[src/rtl/core/ufcd_pkg.sv]
package ufcd_pkg;

	localparam int PAYLOAD_BYTES_DEF = 16;

	localparam int CFG_IDX_W  = 2;
	localparam int CFG_DATA_W = 16;

	localparam logic [CFG_IDX_W-1:0] CFG_START_FIRST  = 2'd0;
	localparam logic [CFG_IDX_W-1:0] CFG_START_SECOND = 2'd1;
	localparam logic [CFG_IDX_W-1:0] CFG_CRC_SEED     = 2'd2;

	localparam logic [7:0]  START_FIRST_RST  = 8'hAA;
	localparam logic [7:0]  START_SECOND_RST = 8'h55;
	localparam logic [15:0] CRC_SEED_RST     = 16'hFFFF;
	localparam logic [15:0] CRC_POLY         = 16'h1021;

	localparam logic [1:0] STATUS_PAYLOAD = 2'd0;
	localparam logic [1:0] STATUS_BAD_LEN = 2'd1;
	localparam logic [1:0] STATUS_BAD_CRC = 2'd2;

	typedef enum logic [2:0] {
		ST_SOF1,
		ST_SOF2,
		ST_LEN,
		ST_DATA,
		ST_CRC_HI,
		ST_CRC_LO,
		ST_BURST
	} ufcd_state_t;

	typedef struct packed {
		logic in_ready;
		logic crc_seed_load;
		logic crc_update;
		logic cnt_clear;
		logic cnt_inc;
		logic ram_we;
		logic hi_load;
		logic drop_len;
		logic drop_crc;
		logic rd_start;
		logic burst_load;
		logic burst_next;
	} ufcd_cmd_t;

	typedef struct packed {
		logic is_first;
		logic is_second;
		logic len_ok;
		logic crc_ok;
		logic cnt_last;
		logic out_free;
	} ufcd_stat_t;

endpackage

[src/rtl/core/ufcd_ram.sv]
module ufcd_ram #(
	parameter int WIDTH = 8,
	parameter int DEPTH = 16,
	localparam int AW = (DEPTH > 1) ? $clog2(DEPTH) : 1
) (
	input  logic             clk,
	input  logic             we,
	input  logic [AW-1:0]    waddr,
	input  logic [WIDTH-1:0] wdata,
	input  logic             re,
	input  logic [AW-1:0]    raddr,
	output logic [WIDTH-1:0] rdata
);

	logic [WIDTH-1:0] mem_q [DEPTH];

	always_ff @(posedge clk) begin
		if (we) begin
			mem_q[waddr] <= wdata;
		end
		if (re) begin
			rdata <= mem_q[raddr];
		end
	end

endmodule

[src/rtl/core/ufcd_ctrl.sv]
module ufcd_ctrl (
	input  logic                clk,
	input  logic                arst_n,
	input  logic                in_valid,
	input  ufcd_pkg::ufcd_stat_t stat,
	output ufcd_pkg::ufcd_cmd_t  cmd
);

	import ufcd_pkg::*;

	ufcd_state_t state_q, state_d;
	logic        rx_state;
	logic        acc;

	assign rx_state = (state_q != ST_BURST);
	assign acc      = in_valid && rx_state && stat.out_free;

	always_ff @(posedge clk or negedge arst_n) begin
		if (!arst_n) begin
			state_q <= ST_SOF1;
		end else begin
			state_q <= state_d;
		end
	end

	always_comb begin
		state_d = state_q;
		case (state_q)
			ST_SOF1: begin
				if (acc && stat.is_first) state_d = ST_SOF2;
			end
			ST_SOF2: begin
				if (acc) begin
					if (stat.is_second)     state_d = ST_LEN;
					else if (stat.is_first) state_d = ST_SOF2;
					else                    state_d = ST_SOF1;
				end
			end
			ST_LEN: begin
				if (acc) begin
					if (stat.len_ok)        state_d = ST_DATA;
					else if (stat.is_first) state_d = ST_SOF2;
					else                    state_d = ST_SOF1;
				end
			end
			ST_DATA: begin
				if (acc && stat.cnt_last) state_d = ST_CRC_HI;
			end
			ST_CRC_HI: begin
				if (acc) state_d = ST_CRC_LO;
			end
			ST_CRC_LO: begin
				if (acc) state_d = stat.crc_ok ? ST_BURST : ST_SOF1;
			end
			ST_BURST: begin
				if (stat.out_free && stat.cnt_last) state_d = ST_SOF1;
			end
			default: begin
				state_d = ST_SOF1;
			end
		endcase
	end

	always_comb begin
		cmd          = '0;
		cmd.in_ready = rx_state && stat.out_free;
		case (state_q)
			ST_LEN: begin
				cmd.crc_seed_load = acc && stat.len_ok;
				cmd.cnt_clear     = acc && stat.len_ok;
				cmd.drop_len      = acc && !stat.len_ok;
			end
			ST_DATA: begin
				cmd.ram_we     = acc;
				cmd.crc_update = acc;
				cmd.cnt_inc    = acc;
			end
			ST_CRC_HI: begin
				cmd.hi_load = acc;
			end
			ST_CRC_LO: begin
				cmd.rd_start = acc && stat.crc_ok;
				cmd.drop_crc = acc && !stat.crc_ok;
			end
			ST_BURST: begin
				cmd.burst_load = stat.out_free;
				cmd.burst_next = stat.out_free && !stat.cnt_last;
			end
			default: begin
				cmd.in_ready = rx_state && stat.out_free;
			end
		endcase
	end

endmodule

[src/rtl/core/ufcd_dp.sv]
module ufcd_dp #(
	parameter int PAYLOAD_BYTES = ufcd_pkg::PAYLOAD_BYTES_DEF
) (
	input  logic                            clk,
	input  logic                            arst_n,
	input  logic                            cfg_valid,
	input  logic [ufcd_pkg::CFG_IDX_W-1:0]  cfg_index,
	input  logic [ufcd_pkg::CFG_DATA_W-1:0] cfg_data,
	input  logic [7:0]                      rx_byte,
	input  logic                            out_ready,
	input  ufcd_pkg::ufcd_cmd_t              cmd,
	output ufcd_pkg::ufcd_stat_t             stat,
	output logic                            out_valid,
	output logic [1:0]                      out_status,
	output logic [7:0]                      out_data,
	output logic                            out_last
);

	import ufcd_pkg::*;

	localparam int AW = (PAYLOAD_BYTES > 1) ? $clog2(PAYLOAD_BYTES) : 1;
	localparam logic [AW-1:0] LAST_IDX = AW'(PAYLOAD_BYTES - 1);
	localparam logic [7:0]    LEN_VAL  = 8'(PAYLOAD_BYTES);

	logic [7:0]    start_first_q;
	logic [7:0]    start_second_q;
	logic [15:0]   crc_seed_q;
	logic [15:0]   crc_q;
	logic [15:0]   crc_in;
	logic [15:0]   crc_next;
	logic [7:0]    hi_q;
	logic [AW-1:0] cnt_q;
	logic          ov_q;
	logic          ram_re;
	logic [AW-1:0] ram_raddr;
	logic [7:0]    ram_rdata;

	function automatic logic [15:0] crc_feed(input logic [15:0] crc, input logic [7:0] b);
		logic [15:0] c;
		c = crc ^ {b, 8'h00};
		for (int i = 0; i < 8; i++) begin
			c = c[15] ? ({c[14:0], 1'b0} ^ CRC_POLY) : {c[14:0], 1'b0};
		end
		return c;
	endfunction

	always_ff @(posedge clk or negedge arst_n) begin
		if (!arst_n) begin
			start_first_q  <= START_FIRST_RST;
			start_second_q <= START_SECOND_RST;
			crc_seed_q     <= CRC_SEED_RST;
		end else if (cfg_valid) begin
			case (cfg_index)
				CFG_START_FIRST:  start_first_q  <= cfg_data[7:0];
				CFG_START_SECOND: start_second_q <= cfg_data[7:0];
				CFG_CRC_SEED:     crc_seed_q     <= cfg_data;
				default: ;
			endcase
		end
	end

	assign crc_in   = cmd.crc_seed_load ? crc_seed_q : crc_q;
	assign crc_next = crc_feed(crc_in, rx_byte);

	always_ff @(posedge clk) begin
		if (cmd.crc_seed_load || cmd.crc_update) begin
			crc_q <= crc_next;
		end
		if (cmd.hi_load) begin
			hi_q <= rx_byte;
		end
	end

	always_ff @(posedge clk or negedge arst_n) begin
		if (!arst_n) begin
			cnt_q <= '0;
		end else if (cmd.cnt_clear || cmd.rd_start) begin
			cnt_q <= '0;
		end else if (cmd.cnt_inc || cmd.burst_next) begin
			cnt_q <= cnt_q + AW'(1);
		end
	end

	assign ram_re    = cmd.rd_start || cmd.burst_next;
	assign ram_raddr = cmd.rd_start ? '0 : cnt_q + AW'(1);

	ufcd_ram #(
		.WIDTH(8),
		.DEPTH(PAYLOAD_BYTES)
	) u_ram (
		.clk  (clk),
		.we   (cmd.ram_we),
		.waddr(cnt_q),
		.wdata(rx_byte),
		.re   (ram_re),
		.raddr(ram_raddr),
		.rdata(ram_rdata)
	);

	always_ff @(posedge clk or negedge arst_n) begin
		if (!arst_n) begin
			ov_q <= 1'b0;
		end else if (cmd.drop_len || cmd.drop_crc || cmd.burst_load) begin
			ov_q <= 1'b1;
		end else if (out_ready) begin
			ov_q <= 1'b0;
		end
	end

	always_ff @(posedge clk) begin
		if (cmd.drop_len) begin
			out_status <= STATUS_BAD_LEN;
			out_data   <= 8'h00;
			out_last   <= 1'b1;
		end else if (cmd.drop_crc) begin
			out_status <= STATUS_BAD_CRC;
			out_data   <= 8'h00;
			out_last   <= 1'b1;
		end else if (cmd.burst_load) begin
			out_status <= STATUS_PAYLOAD;
			out_data   <= ram_rdata;
			out_last   <= (cnt_q == LAST_IDX);
		end
	end

	assign out_valid      = ov_q;
	assign stat.is_first  = (rx_byte == start_first_q);
	assign stat.is_second = (rx_byte == start_second_q);
	assign stat.len_ok    = (rx_byte == LEN_VAL);
	assign stat.crc_ok    = ({hi_q, rx_byte} == crc_q);
	assign stat.cnt_last  = (cnt_q == LAST_IDX);
	assign stat.out_free  = !ov_q || out_ready;

endmodule

[src/rtl/core/uart_frame_crc_deframer.sv]
// Frame deframer for a received serial byte stream.
// s_axis carries one received byte per request. The block hunts the two
// start bytes, checks the length byte against PAYLOAD_BYTES, stores the
// payload, then checks a big-endian CRC-16 (poly 0x1021, seed from crc_seed)
// over length and payload.
// m_axis carries results: tuser is the status (payload, bad length, bad CRC),
// tdata the payload byte, tlast marks the final result caused by one byte.
// cfg writes the start bytes and CRC seed; index 0, 1, 2, others ignored.
// Throughput: one input byte per cycle while hunting and reading a frame, as long as the output register is free.
// A drop status is shown the cycle after the byte that causes it. A good
// frame starts a read of the payload RAM with its low CRC byte; each payload byte passes
// the RAM read register and then the output register, one byte per cycle while the
// receiver takes them. No input is taken during that burst.
// Reset returns the hunt to the first start byte and the registers to their
// defaults. When the receiver stalls, the output register holds its result
// and s_axis_tready is low until that result is taken.
module uart_frame_crc_deframer #(
	parameter int PAYLOAD_BYTES = ufcd_pkg::PAYLOAD_BYTES_DEF
) (
	input  logic                            clk,
	input  logic                            arst_n,
	input  logic                            cfg_valid,
	output logic                            cfg_ready,
	input  logic [ufcd_pkg::CFG_IDX_W-1:0]  cfg_index,
	input  logic [ufcd_pkg::CFG_DATA_W-1:0] cfg_data,
	input  logic                            s_axis_tvalid,
	output logic                            s_axis_tready,
	input  logic [7:0]                      s_axis_tdata,  // [7:0] rx_byte
	output logic                            m_axis_tvalid,
	input  logic                            m_axis_tready,
	output logic [7:0]                      m_axis_tdata,  // [7:0] data_byte
	output logic [1:0]                      m_axis_tuser,  // [1:0] status
	output logic                            m_axis_tlast
);

	import ufcd_pkg::*;

	ufcd_cmd_t  cmd;
	ufcd_stat_t stat;

	assign cfg_ready     = 1'b1;
	assign s_axis_tready = cmd.in_ready;

	ufcd_ctrl u_ctrl (
		.clk     (clk),
		.arst_n  (arst_n),
		.in_valid(s_axis_tvalid),
		.stat    (stat),
		.cmd     (cmd)
	);

	ufcd_dp #(
		.PAYLOAD_BYTES(PAYLOAD_BYTES)
	) u_dp (
		.clk       (clk),
		.arst_n    (arst_n),
		.cfg_valid (cfg_valid),
		.cfg_index (cfg_index),
		.cfg_data  (cfg_data),
		.rx_byte   (s_axis_tdata),
		.out_ready (m_axis_tready),
		.cmd       (cmd),
		.stat      (stat),
		.out_valid (m_axis_tvalid),
		.out_status(m_axis_tuser),
		.out_data  (m_axis_tdata),
		.out_last  (m_axis_tlast)
	);

endmodule

[config.mk]
export PLATFORM = sky130hd
export DESIGN_NAME = uart_frame_crc_deframer
export DESIGN_NICKNAME = d
export VERILOG_FILES = /design/src/rtl/core/ufcd_pkg.sv /design/src/rtl/core/ufcd_ram.sv /design/src/rtl/core/ufcd_ctrl.sv /design/src/rtl/core/ufcd_dp.sv /design/src/rtl/core/uart_frame_crc_deframer.sv
export SDC_FILE = /design/constraint.sdc
export NUM_CORES = 1
export LEC_CHECK = 0
export ABC_AREA = 1
export BUFFER_PORTS_ARGS = -buffer_cell sky130_fd_sc_hd__buf_2
export CAP_MARGIN = 10
export CORE_MARGIN = 2
export CORE_UTILIZATION = 50
export DETAILED_ROUTE_END_ITERATION = 8
export PLACE_DENSITY = 0.76
export SYNTH_ARGS = -nofsm -noshare
export SYNTH_HDL_FRONTEND = slang
export SYNTH_SLANG_ARGS = --single-unit
[constraint.sdc]
create_clock -name clk -period 7.4 [get_ports clk]
set_input_delay 0.37 -clock clk [delete_from_list [all_inputs] [get_ports clk]]
set_output_delay 0.37 -clock clk [all_outputs]
set_load 0.005 [all_outputs]
==> impl_metrics.env <==
export IMPL_num_vias=7229
export IMPL_h_tree_depth=1
export IMPL_holdWs_ns=0.005367
export IMPL_syn_area_sq_um=9854
export IMPL_r2r_start="u_ctrl.state_q[0]"
export IMPL_hold_path_class="in -> async"
export IMPL_grt_met2_usage_pct=40.76
export IMPL_synth_flop_cell="edfxtp_1"
export IMPL_antennaDiodeCount=0
export IMPL_cts_max_path_buffers=3
export IMPL_syn_inst=994
export IMPL_yosys_cell_types_count=36
export IMPL_avgRoutedWirePerCell_microns=18.27
export IMPL_num_rows=51
export IMPL_cts_root_buf="clkbuf_16"
export IMPL_drv_cap=0
export IMPL_yosysSeqAreaShare_pct=61.45
export IMPL_grt_total_usage_pct=23.45
export IMPL_drive_gt1_share_pct=15.11
export IMPL_yosysTopAreaCellShare_pct=48.76
export IMPL_clk_latency_ns=0.52
export IMPL_cts_resized_gates=0
export IMPL_grt_start_max_net_pins=77
export IMPL_synth_mux_area_share_pct=0.9142
export IMPL_drc=0
export IMPL_power_density_nw_per_um2=250.6
export IMPL_fin_nets=1059
export IMPL_endpoint_kind="register"
export IMPL_busiest_layer="met2"
export IMPL_run_status="finished, final reports clean"
export IMPL_fin_worst_skew_ns=0.02333
export IMPL_grtUsageMet3_pct=3.841
export IMPL_ff2ff_setup_slack_ns=3.63
export IMPL_ys_seq_elements=211
export IMPL_first_iter_violations=797
export IMPL_dieWidth_microns=144.4
export IMPL_synth_net_count=1029
export IMPL_yosys_warnings=0
export IMPL_synthAdderAreaFrac_pct=0.5079
export IMPL_syn2layout_area_growth_pct=11.69
export IMPL_r2r_end="u_dp.u_ram.rdata[4]"
export IMPL_synth_simple_area_share_pct=22.75
export IMPL_worstMarginPinSlew_ns=1.092
export IMPL_cp_cell_sequence="buf_2 > inv_1 > nand2_1 > nand2_1 > nor2_1 > nand2_1 > nor2_1 > nand3_4 > nand2_1 > nand2_1 > nand3_1 > nand3_1 > nand3_1 > nand2_1"
export IMPL_rsz0062_at_grt="false"
export IMPL_core_area_sq_um=19400
export IMPL_p_comb_share_pct=8.7
export IMPL_crit_slowest_cell="nand2_1"
export IMPL_antenna_found_initial=0
export IMPL_overflow=0
export IMPL_critPathRequiredTime_ns=7.67
export IMPL_netSwitchingFraction_pct=23.41
export IMPL_grt_first_pass_wirelength_mm=37.22
export IMPL_worstPathArrival_ns=4.18
export IMPL_final_hold_viol_count=0
export IMPL_reg2regPathDepth=13
export IMPL_start_kind="primary input"
export IMPL_path_clk_slew_ns=0.06
export IMPL_p_leak_nw=4.614
export IMPL_fin_crit_sh_pct=52.84
export IMPL_critical_path_most_common_cell="nand2_1"
export IMPL_tns_ns=0
export IMPL_postCtsSetupBuffers=0
export IMPL_synth_xor_area_share_pct=2.743
export IMPL_portBuffers=43
export IMPL_crit_start="s_axis_tdata[0]"
export IMPL_synth_compound_area_share_pct=4.888
export IMPL_synth_top_family_by_area="simple AND/OR/NAND/NOR gates"
export IMPL_critPathMaxStageDelay_ns=1.11
export IMPL_cts_hold_buf=0
export IMPL_power_mw=2.758
export IMPL_crit_type="in -> reg"
export IMPL_post_route_min_period_ns=3.910
export IMPL_drtAntennaViolNets=0
export IMPL_finalWeightedCongestion=0.8774
export IMPL_yosysTopAreaCell="edfxtp_1"
export IMPL_vias_per_cell=5.544
export IMPL_p_int_mw=2.113
export IMPL_synth_area_per_cell_sq_um=9.914
export IMPL_die_area_sq_um=20850
export IMPL_numCtsBuffers=22
export IMPL_p_clk_share_pct=41.9
export IMPL_start_util_pct=50.80
export IMPL_finalSetupViolCount=0
export IMPL_seq_power_share_pct=49.4
export IMPL_dp_final_hpwl_mm=15.04
export IMPL_ir_drop_mv=0.1738
export IMPL_finalWirelength_mm=23.82
export IMPL_synth_edf_count=160
export IMPL_slew_headroom_pct=26.66
export IMPL_use_met1_pct=29.27
export IMPL_cp_max_fo=70
export IMPL_cts_tree="built"
export IMPL_drt_pass1_iter_count=6
export IMPL_io_pins=45
export IMPL_clock_sinks=211
export IMPL_fmax_mhz=255.8
export IMPL_switchingPower_uw=645.6
export IMPL_grt_pass1_vias=7070
export IMPL_async_flop_share_pct=18.96
export IMPL_maxSlewViolCount=0
export IMPL_crit_family="simple AND/OR/NAND/NOR gates"
export IMPL_crit_buf_inv=2
export IMPL_die_y_microns=144.4
export IMPL_synthTopCellsByArea="edfxtp_1 49%, nand2_1 9.8%, dfstp_2 6.4%, nand3_1 5.7%, inv_1 4.6%"
cells in the final DEF, fill, tap and decap left out, types with 5 or more instances in the layout:
cell and n:
a21oi_1 13, buf_2 43, clkbuf_16 23, clkinv_1 5
dfrtp_1 16, dfstp_2 24, dfxtp_1 11, edfxtp_1 160
inv_1 119, mux2_2 8, nand2_1 257, nand2_2 5
nand3_1 112, nand3b_1 20, nand4_1 8, nor2_1 54
nor3_1 8, o2111ai_1 24, o21ai_0 38, or2_2 28
xnor2_1 7, xor2_1 22
kinds of logic after synthesis:
group           after synthesis
flops                       211
mux                           8
xor+xnor                     30
fa+ha+maj                     4
simple gates                499
buf+inv                     164
compound gates               77
other cells                   1
state kept, by name, indices dropped and copies added (netlist names), 2 cells and up:
name / flops
u_dp.hi_q: 8
u_dp.start_first_q: 8
u_dp.u_ram.mem_q: 128
u_dp.start_second_q: 8
u_dp.crc_seed_q: 16
u_dp.crc_q: 16
u_dp.out_status: 2
u_dp.u_ram.rdata: 8
u_dp.out_data: 8
u_dp.cnt_q: 4
u_ctrl.state_q: 3
cell usage after synthesis (13+ instances only):
| master | count |
|---|---|
| a21oi_1 | 13 |
| clkbuf_1 | 20 |
| dfrtp_1 | 16 |
| dfstp_2 | 24 |
| edfxtp_1 | 160 |
| inv_1 | 120 |
| nand2_1 | 257 |
| nand3_1 | 112 |
| nand3b_1 | 20 |
| nor2_1 | 54 |
| o2111ai_1 | 24 |
| o21ai_0 | 38 |
| or2_2 | 28 |
| xor2_1 | 22 |
per-stage QoR:
| stage | setup WS, ns | cells | area, sq um | util, % |
|---|---|---|---|---|
| 6_report | 3.490 | 1304 | 11010 | 56.74 |
| 5_1_grt | 3.226 | 1304 | 11010 | 56.74 |
| 4_1_cts | 3.597 | 1303 | 11000 | 56.70 |
| 3_5_place_dp | 3.119 | 1264 | 10240 | 52.81 |
| 3_3_place_gp | 3.103 | 1263 | 10220 | 52.67 |
| 2_1_floorplan | 4.954 | 994 | 9854 | - |
area by class of cell:
class                      instances  area, sq um
clock inverter                    13        137.6
clock buffer                      26        616.8
timing repair buffer              47        265.3
fill                            1679         8392
multi-input combinational        619         3138
inverter                         123        461.7
tap                              265        331.6
sequential                       211         6056
power by group through the flow:
stage / registers [mW] / logic, mW / clock network, mW
after floorplan: 1.37 / 0.163 / 0
after global placement: 1.38 / 0.227 / 0
after detailed placement: 1.39 / 0.236 / 0
after CTS: 1.36 / 0.238 / 1.16
after global routing: 1.37 / 0.270 / 1.21
final: 1.36 / 0.240 / 1.16
worst reg2reg max path, cell delays in order (launching register included):
cell and delay, ns:
dfrtp_1 0.44, inv_1 0.09, nand3_2 0.09, nand2_1 0.07, nor2_2 0.22, inv_2 0.11
nor2_4 0.13, nand3_4 0.63, nand2_1 1.13, nand2_1 0.14, nand3_1 0.13, nand3_1 0.13
nand3_1 0.16, nand2_1 0.06
worst max path at each step:
stage | depth (start not counted) | slack, ns | end
4_1_cts | 14 | 3.60 | u_dp.u_ram.rdata[7]
6_report | 14 | 3.49 | u_dp.u_ram.rdata[4]
5_1_grt | 14 | 3.23 | u_dp.u_ram.rdata[7]
3_3_place_gp | 14 | 3.10 | u_dp.u_ram.rdata[4]
3_5_place_dp | 14 | 3.12 | u_dp.u_ram.rdata[7]
2_1_floorplan | 13 | 4.95 | u_dp.u_ram.rdata[6]
metal layers:
layer / part of all wire (%) / vias to the layer above
met1: 41 / 3511
li1: - / 3376
met2: 49 / 278
met5: 0 / -
met3: 5.7 / 64
met4: 3.9 / 0
Power figures use the tool's default switching activity.
